==> src/rtl/core/psu_ram.sv <==
`timescale 1ns / 1ps
// ----------------------------------------------------------------------------
// psu_ram
// Generic single-clock RAM, one write port and one read port with a
// registered read.
// ----------------------------------------------------------------------------
module psu_ram #(
    parameter int WIDTH = 8,
    parameter int DEPTH = 256
) (
    input  logic                     i_clk,
    input  logic                     i_we,
    input  logic [$clog2(DEPTH)-1:0] i_waddr,
    input  logic [WIDTH-1:0]         i_wdata,
    input  logic                     i_re,
    input  logic [$clog2(DEPTH)-1:0] i_raddr,
    output logic [WIDTH-1:0]         o_rdata
);

    logic [WIDTH-1:0] r_mem [0:DEPTH-1];
    logic [WIDTH-1:0] r_rdata;

    always_ff @(posedge i_clk) begin
        if (i_we) begin
            r_mem[i_waddr] <= i_wdata;
        end
        if (i_re) begin
            r_rdata <= r_mem[i_raddr];
        end
    end

    assign o_rdata = r_rdata;

endmodule

==> config.mk <==
export PLATFORM = sky130hd
export DESIGN_NAME = psu_ram
export DESIGN_NICKNAME = d
export VERILOG_FILES = /design/src/rtl/core/psu_ram.sv
export SDC_FILE = /design/constraint.sdc
export NUM_CORES = 2
export LEC_CHECK = 0
export BUFFER_PORTS_ARGS = -buffer_cell sky130_fd_sc_hd__clkbuf_2
export CAP_MARGIN = 20
export CORE_MARGIN = 8
export CORE_UTILIZATION = 55
export CTS_CLUSTER_SIZE = 16
export DETAILED_ROUTE_END_ITERATION = 10
export PLACE_DENSITY = 0.74
export SLEW_MARGIN = 20
export SYNTH_ARGS = -nofsm -noshare
export SYNTH_HDL_FRONTEND = slang
export SYNTH_SLANG_ARGS = --single-unit
export TNS_END_PERCENT = 30
==> constraint.sdc <==
create_clock -name i_clk -period 3.4 [get_ports i_clk]
set_clock_uncertainty 0.2 [all_clocks]
set_input_delay 0.34 -clock i_clk [delete_from_list [all_inputs] [get_ports i_clk]]
set_output_delay 0.34 -clock i_clk [all_outputs]
set_load 0.005 [all_outputs]
### After elaboration in Yosys (flattened, before gate mapping)

Memories as Yosys holds them, arrays and structs flattened. A register that Yosys moved wholly into a read port is not among the register bits.
Index checks and enable logic that the tools add are counted.

* register bits: 0
* RAM bits: 2048
* memories: 1
* input port bits: 27
* word-level logic and storage cells: 3

* muxes and demuxes: 2

Memories
* r_mem: depth 256, width 8, rd ports 1, clocked after memory_dff 1, write ports 1, RTL line 20 `logic [WIDTH-1:0] r_mem [0:DEPTH-1];`

Operators with widths (number)
* two-way mux 1 bit: 2

### Depth between registers and ports, before layout

* depth in word-level cells: 2
* mapped depth: 11
* mapped depth without buffers: 6

### Worst setup path after synthesis

No wires, ideal clock.

* path type: input to register
* start point: in i_raddr[0]
* end point: reg r_rdata[2], in the netlist o_rdata[2] (read register of r_mem), data pin
* slack: 0.784 ns
* arrival: 2.147 ns
* stages: 9
* required time: 2.931 ns
* cell sequence: buf_6 -> buf_12 -> buf_8 -> buf_2 -> mux4_2 -> a22oi_1 -> a21oi_1 -> nor4_1 -> nor4_2

RTL lines
* start, declared: RTL line 16 `input logic [$clog2(DEPTH)-1:0] i_raddr,`
* end, declared: RTL line 21 `logic [WIDTH-1:0] r_rdata;`

==> results.yml <==
clocking:
  path_clk_slew_ns: 0.06
  cts_resized: 0
  cts_buffer_depth: 3
  postCtsSetupBuffers: 0
  insertion_delay_ns: 0.84
  cts_made_buffers: 193
  htreeDepth: 4
  cts_tree: "yes"
  cts.sink_count: 2056
  cts-root-buf: "clkbuf_16"
critical_path:
  reg2reg_depth: 6
  r2r-start: "r_mem[66][2]"
  crit_buf_inv: 1
  crit_type: "reg2reg"
  worstPathMaxFanout: 1
  cp_cell_sequence: "mux4_2, mux4_2, nor2b_1, nor4_1, buf_4, nor4_2"
  cpMostUsedCell: "mux4_2"
  r2r_slack_ns: 0.18
  reg2reg_to: "o_rdata[2]"
  critical_path.top_delay_family: "simple AND/OR/NAND/NOR gates"
  critPathCaptureType: "flop"
  worstPathArrival_ns: 3.60
  worst_path_max_delay_cell: "nor4_1"
  crit_required_ns: 3.78
  startpoint_type: "flop"
  slowest_delay_ns: 0.92
synth:
  synth_area_um2: 79600
  async_flop_share_pct: 0
  synthTopCellsByArea: "edfxtp_1 (78%), mux4_2 (13%), mux2i_1 (1.7%), nor2_1 (1.3%), a22oi_1 (1.3%)"
  synth-seq-cells: 2056
  ys_seq_area_share_pct: 77.5
  synth_top_area_share_pct: 77.5
  syn_avg_cell_area_um2: 21.3
  yosys-top-cells-count: "edfxtp_1 (2056), mux4_2 (454), nor2_1 (282)"
  yosysWarnings: 0
  synth_edf_count: 2056
  synth.most_common_cell: "edfxtp_1"
  synth_area_leader_cell: "edfxtp_1"
  synth_cell_types: 54
  ys.flop_type: "edfxtp_1"
  syn_inst: 3733
  synth_fp_nets: 3760
finish:
  area.growth.synth_to_final_pct: 14.7
  drive_gt1_share_pct: 28.2
  postLayoutCellArea_um2: 91300
  final_core_util_pct: 63.6
  fillers: 9276
  layout.nets: 4234
sta:
  fmax_mhz: 311
  worstMarginPinSlew_ns: 1.02
  hold_viol_final: 0
  maxSlewViolCount: 0
  fin_crit_ns: 3.22
  fin_crit_sh_pct: 94.6
  slew_headroom_pct: 31.5
  setup_viol: 0
  rsz0062_at_grt: "no"
placed_design:
  portBuffers: 34
  dpl.hpwl_um: 124000
  placed_area_um2: 85000
  gp_congestion: 0.873
power:
  swShare_pct: 21.3
  clkPwrFrac_pct: 40.8
  p_sw_w: 0.0110
  pwr-share-seq_pct: 54.0
  power_density_nw_per_um2: 567
  p_comb_share_pct: 5.2
  power_w: 0.0518
  p_leak_nw: 29.1
  vdd_drop_max_uv: 504
  intPower_w: 0.0408
hold_path:
  hold_start: "i_waddr[0]"
  min_path_cells: 4
  hold_path_class: "in2reg"
  worst_hold_path.endpoint: "r_mem[159][4]"
drt:
  route.detailed.drc: 0
  drt-initial-drc-count: 5503
  drtPass1Iterations: 5
  routed_via_density: 6.60
  avgRoutedWirePerCell_um: 31.8
  ant_nets: 0
  vias: 41400
  routed_wl_um: 199000
floorplanning:
  die_area_um2: 157000
  io_pins: 35
  start_util_pct: 55.4
  coreArea_um2: 144000
  die_h_um: 397
  rows: 139
  die_w_um: 397
global_routing:
  grt_pass1_vias: 40900
  grt_overflow: 0
  grt_pass1_wl_um: 288000
  grt_util_all_layers_pct: 25.1
  antenna_found_initial: 12
  grt_max_degree: 161
run:
  maxCapViolCount: 0
run_status:
  status: "complete, no violations"
worst max-delay path by stage:
stage,cells past startpoint,from,slack [ns],endpoint
2_1_floorplan,9,i_raddr[0],0.78,o_rdata[2]
3_3_place_gp,7,i_raddr[5],-0.43,o_rdata[2]
3_5_place_dp,8,i_raddr[0],-0.40,o_rdata[2]
4_1_cts,6,r_mem[66][2],0.20,o_rdata[2]
5_1_grt,6,r_mem[67][2],0.23,o_rdata[2]
6_report,6,r_mem[66][2],0.18,o_rdata[2]
area by class of cell:
class	instances	area, µm²	area share [%]
tap	1903	2380	2.61
multi-input combinational	1442	16500	18.1
clock inverter	117	1120	1.23
sequential	2056	61700	67.6
antenna	5	12.5	0.0137
timing repair buffer	512	4530	4.96
clock buffer	238	5060	5.54
inverter	2	7.51	0.00822
state kept, by name, summed over array words and instances, names as in the netlist:
signal,flops
o_rdata,8
r_mem,2048
logic make-up (layout without fill, tap and decap cells):
kind of cell | Yosys count | in the layout | synth area share, %
other cells | 0 | 5 | 0
compound gates | 385 | 385 | 3.42
mux | 591 | 591 | 14.6
buf+inv | 235 | 869 | 1.83
simple gates | 466 | 466 | 2.63
flops | 2056 | 2056 | 77.5
power by group through the flow:
stage / Clock, W / Combinational (W) / Sequential [W]
2_1_floorplan: 0 / 0.00136 / 0.0285
3_3_place_gp: 0 / 0.00259 / 0.0285
3_5_place_dp: 0 / 0.00264 / 0.0285
4_1_cts: 0.0213 / 0.00267 / 0.0280
5_1_grt: 0.0223 / 0.00280 / 0.0280
6_report: 0.0211 / 0.00269 / 0.0280
cell usage in the layout, fill, tap and decap left out, types with 46 or more instances in the layout:
| master | instances |
|---|---|
| a21oi_1 | 96 |
| a22oi_1 | 133 |
| buf_12 | 51 |
| buf_4 | 414 |
| clkbuf_16 | 196 |
| clkinv_1 | 54 |
| edfxtp_1 | 2056 |
| mux2i_1 | 134 |
| mux4_2 | 454 |
| nor2_1 | 279 |
| o221ai_1 | 46 |
per-stage QoR:
stage / setup WS (ns) / std cells / setup TNS (ns) / hold slack, ns
after floorplan: 0.784 / 3733 / 0 / 0.239
after CTS: 0.198 / 6270 / 0 / 0.0102
after global routing: 0.232 / 6270 / 0 / 0.0727
after detailed placement: -0.402 / 5901 / -1.38 / 0.417
after global placement: -0.435 / 5901 / -1.51 / 0.417
final: 0.182 / 6275 / 0 / 0.0837
repair_timing:
action                     4_1_cts  5_1_grt
hold buffers                    14        0
hold endpoints to repair       565        0
setup endpoints to repair        0        0
worst reg2reg max path, cell delays in order (launching register included):
cell      delay [ns]
edfxtp_1        0.36
mux4_2          0.52
mux4_2          0.47
nor2b_1         0.21
nor4_1          0.92
buf_4           0.27
nor4_2          0.05
metal layers:
layer | vias to the layer above | track usage (%) | wire (µm)
met5 | - | 0 | 76
met1 | 21500 | 35.2 | 74800
met2 | 2772 | 39.0 | 93800
met3 | 457 | 6.20 | 23200
li1 | 16700 | - | -
met4 | 10 | 8.94 | 7590
(Power assumes the default switching activity.)
